$ cat src/rtl/pcrd_pkg.sv
// ----------------------------------------------------------------------------
// pcrd_pkg
// Shared types and constants for the contact glove record decoder.
// ----------------------------------------------------------------------------
package pcrd_pkg;

  typedef enum logic [1:0] {
    MODE_IDLE    = 2'd0,
    MODE_PLAIN   = 2'd1,
    MODE_STAMPED = 2'd2,
    MODE_TEXT    = 2'd3
  } mode_e;

  localparam logic [7:0]  BYTE_START_PLAIN   = 8'h80;
  localparam logic [7:0]  BYTE_START_STAMPED = 8'h81;
  localparam logic [7:0]  BYTE_START_TEXT    = 8'h82;
  localparam logic [7:0]  BYTE_END           = 8'h8F;
  localparam logic [7:0]  MASK_MAX           = 8'h1F;

  localparam int unsigned NumFingers  = 10;
  localparam int unsigned HandFingers = 5;
  localparam logic [2:0]  PairMax     = 3'd5;
  localparam logic [15:0] TimeoutRst  = 16'd1000;
  localparam logic [15:0] TicksMax    = 16'hFFFF;

  typedef logic [2:0] order_t;
  typedef logic [7:0] byte_t;

endpackage

$ cat src/rtl/pcrd_in_if.sv
// ----------------------------------------------------------------------------
// pcrd_in_if
// Input channel: one received byte or one time tick per transfer.
// ----------------------------------------------------------------------------
interface pcrd_in_if;
  logic       valid;
  logic       ready;
  logic       kind;
  logic [7:0] rx_byte;

  modport source (output valid, output kind, output rx_byte, input ready);
  modport sink   (input valid, input kind, input rx_byte, output ready);
endinterface

$ cat src/rtl/pcrd_out_if.sv
// ----------------------------------------------------------------------------
// pcrd_out_if
// Result channel: ten finger touch orders and the record timestamp.
// ----------------------------------------------------------------------------
interface pcrd_out_if;
  logic        valid;
  logic        ready;
  logic [2:0]  left_thumb;
  logic [2:0]  left_index;
  logic [2:0]  left_middle;
  logic [2:0]  left_ring;
  logic [2:0]  left_little;
  logic [2:0]  right_thumb;
  logic [2:0]  right_index;
  logic [2:0]  right_middle;
  logic [2:0]  right_ring;
  logic [2:0]  right_little;
  logic        has_stamp;
  logic [15:0] stamp;

  modport source (
    output valid, input ready,
    output left_thumb, output left_index, output left_middle, output left_ring,
    output left_little, output right_thumb, output right_index, output right_middle,
    output right_ring, output right_little, output has_stamp, output stamp
  );
  modport sink (
    input valid, output ready,
    input left_thumb, input left_index, input left_middle, input left_ring,
    input left_little, input right_thumb, input right_index, input right_middle,
    input right_ring, input right_little, input has_stamp, input stamp
  );
endinterface

$ cat src/rtl/pinch_contact_record_decoder_unit.sv
// ----------------------------------------------------------------------------
// pinch_contact_record_decoder_unit
// Decodes contact glove records into per-finger touch orders.
// ----------------------------------------------------------------------------
// One input transfer per clock while ready: each byte or tick updates the record
// state in the cycle it is taken, and the end byte of a data record loads the
// result register, which presents it on the next cycle. The input stays ready
// while the result register is empty or being drained, so with a ready sink the
// block sustains one item per cycle. Records that reach timeout_q ticks are
// dropped; text records give nothing.
module pinch_contact_record_decoder_unit (
  input  logic                clk_i,
  input  logic                rst_ni,
  input  logic                cfg_we_i,
  input  logic [15:0]         cfg_wdata_i,
  pcrd_in_if.sink             in_i,
  pcrd_out_if.source          out_o
);

  pcrd_pkg::mode_e  mode_q, mode_d;
  pcrd_pkg::byte_t  pend_q [3];
  pcrd_pkg::byte_t  pend_d [3];
  logic [1:0]       pend_cnt_q, pend_cnt_d;
  logic [2:0]       pair_idx_q, pair_idx_d;
  pcrd_pkg::order_t order_q [pcrd_pkg::NumFingers];
  pcrd_pkg::order_t order_d [pcrd_pkg::NumFingers];
  logic [15:0]      elapsed_q, elapsed_d;
  logic [15:0]      timeout_q;

  logic             out_valid_q, out_valid_d;
  pcrd_pkg::order_t res_order_q [pcrd_pkg::NumFingers];
  logic             res_has_q, res_has_d;
  logic [15:0]      res_stamp_q, res_stamp_d;

  logic             accept;
  logic             res_load;
  logic             clear;
  logic             do_pair;
  pcrd_pkg::byte_t  pair_l, pair_r;
  pcrd_pkg::order_t pair_order;
  logic [15:0]      el_inc;

  assign in_i.ready = !out_valid_q || out_o.ready;
  assign accept     = in_i.valid && in_i.ready;
  assign pair_order = (pair_idx_q < pcrd_pkg::PairMax) ? pair_idx_q + 3'd1 : 3'd0;
  assign el_inc     = (elapsed_q == pcrd_pkg::TicksMax) ? elapsed_q : elapsed_q + 16'd1;

  always_comb begin
    mode_d      = mode_q;
    pend_d      = pend_q;
    pend_cnt_d  = pend_cnt_q;
    pair_idx_d  = pair_idx_q;
    order_d     = order_q;
    elapsed_d   = elapsed_q;
    res_load    = 1'b0;
    res_has_d   = 1'b0;
    res_stamp_d = 16'd0;
    clear       = 1'b0;
    do_pair     = 1'b0;
    pair_l      = pend_q[0];
    pair_r      = in_i.rx_byte;

    if (accept) begin
      if (in_i.kind) begin
        if (mode_q != pcrd_pkg::MODE_IDLE) begin
          elapsed_d = el_inc;
          if (el_inc >= timeout_q) begin
            mode_d = pcrd_pkg::MODE_IDLE;
            clear  = 1'b1;
          end
        end
      end else if (mode_q == pcrd_pkg::MODE_IDLE) begin
        case (in_i.rx_byte)
          pcrd_pkg::BYTE_START_PLAIN: begin
            mode_d = pcrd_pkg::MODE_PLAIN;
            clear  = 1'b1;
          end
          pcrd_pkg::BYTE_START_STAMPED: begin
            mode_d = pcrd_pkg::MODE_STAMPED;
            clear  = 1'b1;
          end
          pcrd_pkg::BYTE_START_TEXT: begin
            mode_d = pcrd_pkg::MODE_TEXT;
            clear  = 1'b1;
          end
          default: ;
        endcase
      end else if (mode_q == pcrd_pkg::MODE_TEXT) begin
        if (in_i.rx_byte == pcrd_pkg::BYTE_END) begin
          mode_d = pcrd_pkg::MODE_IDLE;
          clear  = 1'b1;
        end
      end else if (in_i.rx_byte == pcrd_pkg::BYTE_END) begin
        res_load = 1'b1;
        if (mode_q == pcrd_pkg::MODE_STAMPED && pend_cnt_q >= 2'd2) begin
          res_has_d   = 1'b1;
          res_stamp_d = (pend_cnt_q == 2'd3) ? {pend_q[1], pend_q[2]}
                                             : {pend_q[0], pend_q[1]};
        end
        mode_d = pcrd_pkg::MODE_IDLE;
        clear  = 1'b1;
      end else if (mode_q == pcrd_pkg::MODE_PLAIN) begin
        if (pend_cnt_q == 2'd0) begin
          pend_d[0]  = in_i.rx_byte;
          pend_cnt_d = 2'd1;
        end else begin
          do_pair    = 1'b1;
          pend_cnt_d = 2'd0;
        end
      end else begin
        if (pend_cnt_q == 2'd3) begin
          do_pair    = 1'b1;
          pair_r     = pend_q[1];
          pend_d[0]  = pend_q[2];
          pend_d[1]  = in_i.rx_byte;
          pend_d[2]  = 8'd0;
          pend_cnt_d = 2'd2;
        end else begin
          pend_d[pend_cnt_q] = in_i.rx_byte;
          pend_cnt_d         = pend_cnt_q + 2'd1;
        end
      end
    end

    if (do_pair) begin
      for (int i = 0; i < pcrd_pkg::HandFingers; i++) begin
        if (pair_l <= pcrd_pkg::MASK_MAX && pair_l[pcrd_pkg::HandFingers - 1 - i]) begin
          order_d[i] = pair_order;
        end
        if (pair_r <= pcrd_pkg::MASK_MAX && pair_r[pcrd_pkg::HandFingers - 1 - i]) begin
          order_d[pcrd_pkg::HandFingers + i] = pair_order;
        end
      end
      if (pair_idx_q < pcrd_pkg::PairMax) begin
        pair_idx_d = pair_idx_q + 3'd1;
      end
    end

    if (clear) begin
      for (int i = 0; i < 3; i++) begin
        pend_d[i] = 8'd0;
      end
      for (int i = 0; i < pcrd_pkg::NumFingers; i++) begin
        order_d[i] = 3'd0;
      end
      pend_cnt_d = 2'd0;
      pair_idx_d = 3'd0;
      elapsed_d  = 16'd0;
    end
  end

  assign out_valid_d = res_load || (out_valid_q && !out_o.ready);

  always_ff @(posedge clk_i or negedge rst_ni) begin
    if (!rst_ni) begin
      mode_q      <= pcrd_pkg::MODE_IDLE;
      pend_cnt_q  <= 2'd0;
      pair_idx_q  <= 3'd0;
      elapsed_q   <= 16'd0;
      timeout_q   <= pcrd_pkg::TimeoutRst;
      out_valid_q <= 1'b0;
      for (int i = 0; i < 3; i++) begin
        pend_q[i] <= 8'd0;
      end
      for (int i = 0; i < pcrd_pkg::NumFingers; i++) begin
        order_q[i] <= 3'd0;
      end
    end else begin
      mode_q      <= mode_d;
      pend_q      <= pend_d;
      pend_cnt_q  <= pend_cnt_d;
      pair_idx_q  <= pair_idx_d;
      order_q     <= order_d;
      elapsed_q   <= elapsed_d;
      out_valid_q <= out_valid_d;
      if (cfg_we_i) begin
        timeout_q <= cfg_wdata_i;
      end
    end
  end

  always_ff @(posedge clk_i) begin
    if (res_load) begin
      res_order_q <= order_q;
      res_has_q   <= res_has_d;
      res_stamp_q <= res_stamp_d;
    end
  end

  assign out_o.valid        = out_valid_q;
  assign out_o.left_thumb   = res_order_q[0];
  assign out_o.left_index   = res_order_q[1];
  assign out_o.left_middle  = res_order_q[2];
  assign out_o.left_ring    = res_order_q[3];
  assign out_o.left_little  = res_order_q[4];
  assign out_o.right_thumb  = res_order_q[5];
  assign out_o.right_index  = res_order_q[6];
  assign out_o.right_middle = res_order_q[7];
  assign out_o.right_ring   = res_order_q[8];
  assign out_o.right_little = res_order_q[9];
  assign out_o.has_stamp    = res_has_q;
  assign out_o.stamp        = res_stamp_q;

  a_stall_means_full: assert property (@(posedge clk_i) disable iff (!rst_ni)
    !in_i.ready |-> out_valid_q)
    else $error("input stalled with empty result register");

  a_pair_idx_range: assert property (@(posedge clk_i) disable iff (!rst_ni)
    pair_idx_q <= pcrd_pkg::PairMax)
    else $error("pair index beyond saturation");

  a_plain_pending: assert property (@(posedge clk_i) disable iff (!rst_ni)
    mode_q == pcrd_pkg::MODE_PLAIN |-> pend_cnt_q <= 2'd1)
    else $error("plain record holds more than one byte");

  a_idle_clean: assert property (@(posedge clk_i) disable iff (!rst_ni)
    mode_q == pcrd_pkg::MODE_IDLE |->
      (pend_cnt_q == 2'd0 && pair_idx_q == 3'd0 && elapsed_q == 16'd0))
    else $error("record state not cleared while idle");

  a_stamp_zero: assert property (@(posedge clk_i) disable iff (!rst_ni)
    out_valid_q && !res_has_q |-> res_stamp_q == 16'd0)
    else $error("stamp nonzero without timestamp");

endmodule

$ cat src/flat_wrapper.sv
// flat-port wrapper written by rule: the top's interface ports become plain ports
module pinch_contact_record_decoder_unit_flat 
  (clk_i, rst_ni, cfg_we_i, cfg_wdata_i, in_i_valid, in_i_kind, in_i_rx_byte, in_i_ready, out_o_valid, out_o_ready, out_o_left_thumb, out_o_left_index, out_o_left_middle, out_o_left_ring, out_o_left_little, out_o_right_thumb, out_o_right_index, out_o_right_middle, out_o_right_ring, out_o_right_little, out_o_has_stamp, out_o_stamp);
  pcrd_in_if in_i_i ();
  pcrd_out_if out_o_i ();
  input  logic clk_i;
  input  logic rst_ni;
  input  logic cfg_we_i;
  input  logic [15:0] cfg_wdata_i;
  input wire logic [$bits(in_i_i.valid)-1:0] in_i_valid;
  input wire logic [$bits(in_i_i.kind)-1:0] in_i_kind;
  input wire logic [$bits(in_i_i.rx_byte)-1:0] in_i_rx_byte;
  output wire logic [$bits(in_i_i.ready)-1:0] in_i_ready;
  output wire logic [$bits(out_o_i.valid)-1:0] out_o_valid;
  input wire logic [$bits(out_o_i.ready)-1:0] out_o_ready;
  output wire logic [$bits(out_o_i.left_thumb)-1:0] out_o_left_thumb;
  output wire logic [$bits(out_o_i.left_index)-1:0] out_o_left_index;
  output wire logic [$bits(out_o_i.left_middle)-1:0] out_o_left_middle;
  output wire logic [$bits(out_o_i.left_ring)-1:0] out_o_left_ring;
  output wire logic [$bits(out_o_i.left_little)-1:0] out_o_left_little;
  output wire logic [$bits(out_o_i.right_thumb)-1:0] out_o_right_thumb;
  output wire logic [$bits(out_o_i.right_index)-1:0] out_o_right_index;
  output wire logic [$bits(out_o_i.right_middle)-1:0] out_o_right_middle;
  output wire logic [$bits(out_o_i.right_ring)-1:0] out_o_right_ring;
  output wire logic [$bits(out_o_i.right_little)-1:0] out_o_right_little;
  output wire logic [$bits(out_o_i.has_stamp)-1:0] out_o_has_stamp;
  output wire logic [$bits(out_o_i.stamp)-1:0] out_o_stamp;
  assign in_i_i.valid = in_i_valid;
  assign in_i_i.kind = in_i_kind;
  assign in_i_i.rx_byte = in_i_rx_byte;
  assign in_i_ready = in_i_i.ready;
  assign out_o_valid = out_o_i.valid;
  assign out_o_i.ready = out_o_ready;
  assign out_o_left_thumb = out_o_i.left_thumb;
  assign out_o_left_index = out_o_i.left_index;
  assign out_o_left_middle = out_o_i.left_middle;
  assign out_o_left_ring = out_o_i.left_ring;
  assign out_o_left_little = out_o_i.left_little;
  assign out_o_right_thumb = out_o_i.right_thumb;
  assign out_o_right_index = out_o_i.right_index;
  assign out_o_right_middle = out_o_i.right_middle;
  assign out_o_right_ring = out_o_i.right_ring;
  assign out_o_right_little = out_o_i.right_little;
  assign out_o_has_stamp = out_o_i.has_stamp;
  assign out_o_stamp = out_o_i.stamp;
  pinch_contact_record_decoder_unit u_core (.clk_i(clk_i), .rst_ni(rst_ni), .cfg_we_i(cfg_we_i), .cfg_wdata_i(cfg_wdata_i), .in_i(in_i_i), .out_o(out_o_i));
endmodule
$ cat config.mk
export PLATFORM = sky130hd
export DESIGN_NAME = pinch_contact_record_decoder_unit_flat
export DESIGN_NICKNAME = d
export VERILOG_FILES = /design/src/rtl/pcrd_pkg.sv /design/src/rtl/pcrd_in_if.sv /design/src/rtl/pcrd_out_if.sv /design/src/rtl/pinch_contact_record_decoder_unit.sv /design/src/flat_wrapper.sv
export SDC_FILE = /design/constraint.sdc
export NUM_CORES = 1
export LEC_CHECK = 0
export ABC_CLOCK_PERIOD_IN_PS = 4100
export BUFFER_PORTS_ARGS = -buffer_cell sky130_fd_sc_hd__buf_2
export CAP_MARGIN = 15
export CORE_UTILIZATION = 59
export DETAILED_ROUTE_END_ITERATION = 8
export PLACE_DENSITY = 0.86
export SYNTH_ARGS = -nofsm -noshare
export SYNTH_HDL_FRONTEND = slang
export SYNTH_SLANG_ARGS = --single-unit
$ cat constraint.sdc
create_clock -name clk_i -period 4.1 [get_ports clk_i]
set_input_delay 0.82 -clock clk_i [delete_from_list [all_inputs] [get_ports clk_i]]
set_output_delay 0.82 -clock clk_i [all_outputs]
set_load 0.05 [all_outputs]
==> summary.md <==
| Metric | Value |
|---|---|
| FF-to-FF End | u_core.elapsed_q[8] |
| DR DRC count | 0 |
| GRT Total Usage | between 30 and 40% |
| Sequential fraction of the synthesis area | around 55% |
| Mapped Nets | 686 |
| Total of max-cap violations | 0 |
| Setup CP Type | register to register |
| Post-route cell area | 0.00812 sq mm |
| Main synth FF type | dfrtp_1 |
| Leakage | 3.71 nW |
| Final RePlAce weighted congestion | 0.929 |
| First-pass GRT wire length | about 27 mm |
| Number of synthesized register bits | 141 |
| Critical Path RT | 4.46 ns |
| CORE AREA | 0.0114 sq mm |
| Mapped Cells | 634 |
| Worst-margin pin slew | 1.04 ns |
| Grt ovf | 0 |
| Mean Syn Cell Area | around 11 sq um |
| Clock Path Buffers | 2 |
| Routed len/inst | 20.3 um |
| Die Width | between 100 and 150 um |
| CTS tree | done |
| PD cells | ~570 mW/mm^2 |
| Rel. slew slack | 30.4% |
| CTS Buf Count | 17 |
| Vias in the first global route | 5526 |
| Final #Nets | 764 |
| Initial antenna violation count | 1 |
| Finish-stage setup viols | 0 |
| GRT met2 Usage | 52.3% |
| Grt peak-use layer | met2 |
| Share of cells above drive strength 1 | 23.6% |
| Status | completed |
| DRT Wirelength | 17.6 mm |
| DR pass1 iterations | 7 |
| EDFF count, synth | 47 |
| I/O Pins | 79 |
| H-tree levels | 4 |
| DP Area | roughly 0.0074 sq mm |
| Fin. max-slew vios | 0 |
| Post-route ant nets | 0 |
| Cell Area, Synth | approximately 0.007 sq mm |
| Startpoint types | register |
| DIE HEIGHT | 110 um |
| Post-Place Worst Slack | between 0.15 and 0.2 ns |
| Final period utilization | about 95% |
| Synth warnings | 0 |
| Diode count | 0 |
| Row count | 39 |
| CP max FO | 9 |
| Fillers | 748 |
| Hold WS | 0.449 ns |
| Most frequent cells in the layout | 88 x dfrtp_1, 81 x nand2_1, 77 x buf_2 |
| Avg Vias per Cell | 6.46 |
| Synth unique cells | 59 |
| Crit end category | register |
| Setup slack, reg-to-reg | 0.19 ns |
| Vias | 5605 |
| Setup WS post-layout | 0.187 ns |
| Starting density of the core | 60.3% |
| Worst hold path class | register to register |
| Post-DP HPWL | 11.3 mm |
| R2R Path Start | u_core.elapsed_q[0] |
| Clock Tree Root | clkbuf_16 |
| IO Port Bufs | 78 |
| Syn-to-layout area delta | 18.0% |
| Met1 Use GR | 35.7% |
| CTS sink cnt | 141 |
| Largest net degree at the start of global routing | 74 |
| Setup Skew | 0.00919 ns |
| Die area | 0.0121 sq mm |
| Final Power | 4.65 mW |
| Fin. Hold Viols | 0 |
| Fin crit period | around 3.9 ns |
| R2R depth | 13 |
| Post-synthesis async set-or-reset flop share | 66.7% |
| Min-Delay Endpoint | u_core.out_o.left_ring[2] |
| Hold Crit Depth | 0 |
| Commonest non-fill, non-tap cell in the layout | dfrtp_1 |
| GR Layer Usage met3 | 7.47% |
| Clock Pin Slew Worst Setup and Hold Paths | 0.06 ns |
| Max rail drop VDD | 0.321 mV |
| Arrival @ worst endpoint | roughly 4.3 ns |
| Max Clock Freq | 256 MHz |
| Initial drt markers | 504 |
| Hold path start | u_core.order_q[20] |
| Skew-Pair Late Insertion Delay | ~0.43 ns |
per-layer routing:
| metal | share of wire [%] | vias up |
|---|---|---|
| met5 | 0.068 | - |
| met4 | 5.3 | 2 |
| met3 | 8.4 | 110 |
| met2 | 51 | 352 |
| met1 | 35 | 2677 |
| li1 | - | 2464 |
state kept, by name, indices dropped and copies added (netlist names), 8 cells and up:
name	flops
u_core.elapsed_q	16
u_core.order_q	30
u_core.out_o.stamp	16
u_core.pair_l	8
u_core.pend_q	16
u_core.timeout_q	16
repair_timing:
action | 4_1_cts | 5_1_grt
pin swaps | 0 | 2
buffers inserted | 0 | 1
cloned | 0 | 1
hold buffers | 0 | 0
resized for setup | 1 | 9
endpoints found under the setup margin | 8 | 67
worst max-delay path, cell delays in order, from the launching register on:
cell and delay, ns:
dfrtp_1 0.44, ha_1 0.27, nand3_1 0.23, nor2_2 0.26
nand2b_1 0.17, buf_4 0.20, xnor2_1 0.13, ha_1 0.27
nand2b_1 0.14, a2111o_1 0.46, a32oi_4 0.40, nand2_1 0.20
nor2_2 0.42, a22o_1 0.24
metrics by stage:
step / cells / utilization, % / setup TNS [ns]
final: 868 / 71.1 / 0
after global routing: 868 / 71.1 / -0.00664
after CTS: 866 / 70.4 / 0
after detailed placement: 834 / 64.9 / 0
after global placement: 834 / 64.9 / 0
after floorplan: 634 / - / 0
worst max path at each step:
stage                        start                  end  slack (ns)  cells after the start
2_1_floorplan  u_core.elapsed_q[7]     u_core.pair_l[1]        0.48                     13
3_3_place_gp   u_core.elapsed_q[8]     u_core.pair_l[4]        0.36                     12
3_5_place_dp   u_core.elapsed_q[0]     u_core.pair_l[6]        0.19                     13
4_1_cts        u_core.elapsed_q[0]     u_core.pair_l[6]        0.08                     13
5_1_grt        u_core.elapsed_q[0]  u_core.elapsed_q[8]      -0.005                     13
6_report       u_core.elapsed_q[0]  u_core.elapsed_q[8]        0.19                     13
power breakdown:
part           internal (mW)  switching (mW)  leakage (nW)
logic                  0.423           0.649          1.67
registers               1.69           0.300          1.75
clock network          0.937           0.653         0.296
cell usage after synthesis (all sizes together), types with 4 or more instances:
| library cell | instances | area (sq um) |
|---|---|---|
| o221a | 4 | 45.0 |
| xnor2 | 9 | 78.8 |
| mux2i | 23 | 230 |
| a22oi | 8 | 60.1 |
| a21oi | 55 | 302 |
| nand4 | 10 | 62.6 |
| o21a | 5 | 37.5 |
| nand2b | 5 | 31.3 |
| inv | 25 | 93.8 |
| a22o | 16 | 140 |
| nor2 | 53 | 201 |
| ha | 22 | 275 |
| nand2 | 81 | 304 |
| nand3 | 22 | 110 |
| mux2 | 20 | 225 |
| dfrtp | 88 | 2200 |
| clkbuf | 19 | 71.3 |
| nor4bb | 8 | 80.1 |
| and3 | 8 | 50.1 |
| o21ai | 30 | 150 |
| dfstp | 6 | 158 |
| nor4 | 5 | 31.3 |
| buf | 11 | 57.6 |
| edfxtp | 47 | 1410 |
| nor3 | 6 | 46.3 |
| a21o | 7 | 60.1 |
kinds of logic (layout without fill, tap and decap cells):
group,count (synthesis),in the layout,share of synthesized area (%)
AOI/OAI and AO/OA,144,145,14.3
xor gates and xnor gates,11,11,1.40
adders and majority gates,22,22,4.00
buffers and inverters,55,145,3.23
DFF,141,141,54.8
muxes,43,43,6.61
and+or+nand+nor,218,218,15.7
layout make-up:
cell class                 count  area, sq um  area share, %
clock buffer                  18          439           5.41
clock inverter                14          173           2.13
inverter                      25         93.8           1.16
multi-input combinational    439         2970           36.6
sequential                   141         3770           46.4
tap                          143          179           2.20
timing repair buffer          88          493           6.07
Power figures use the tool's default switching activity.
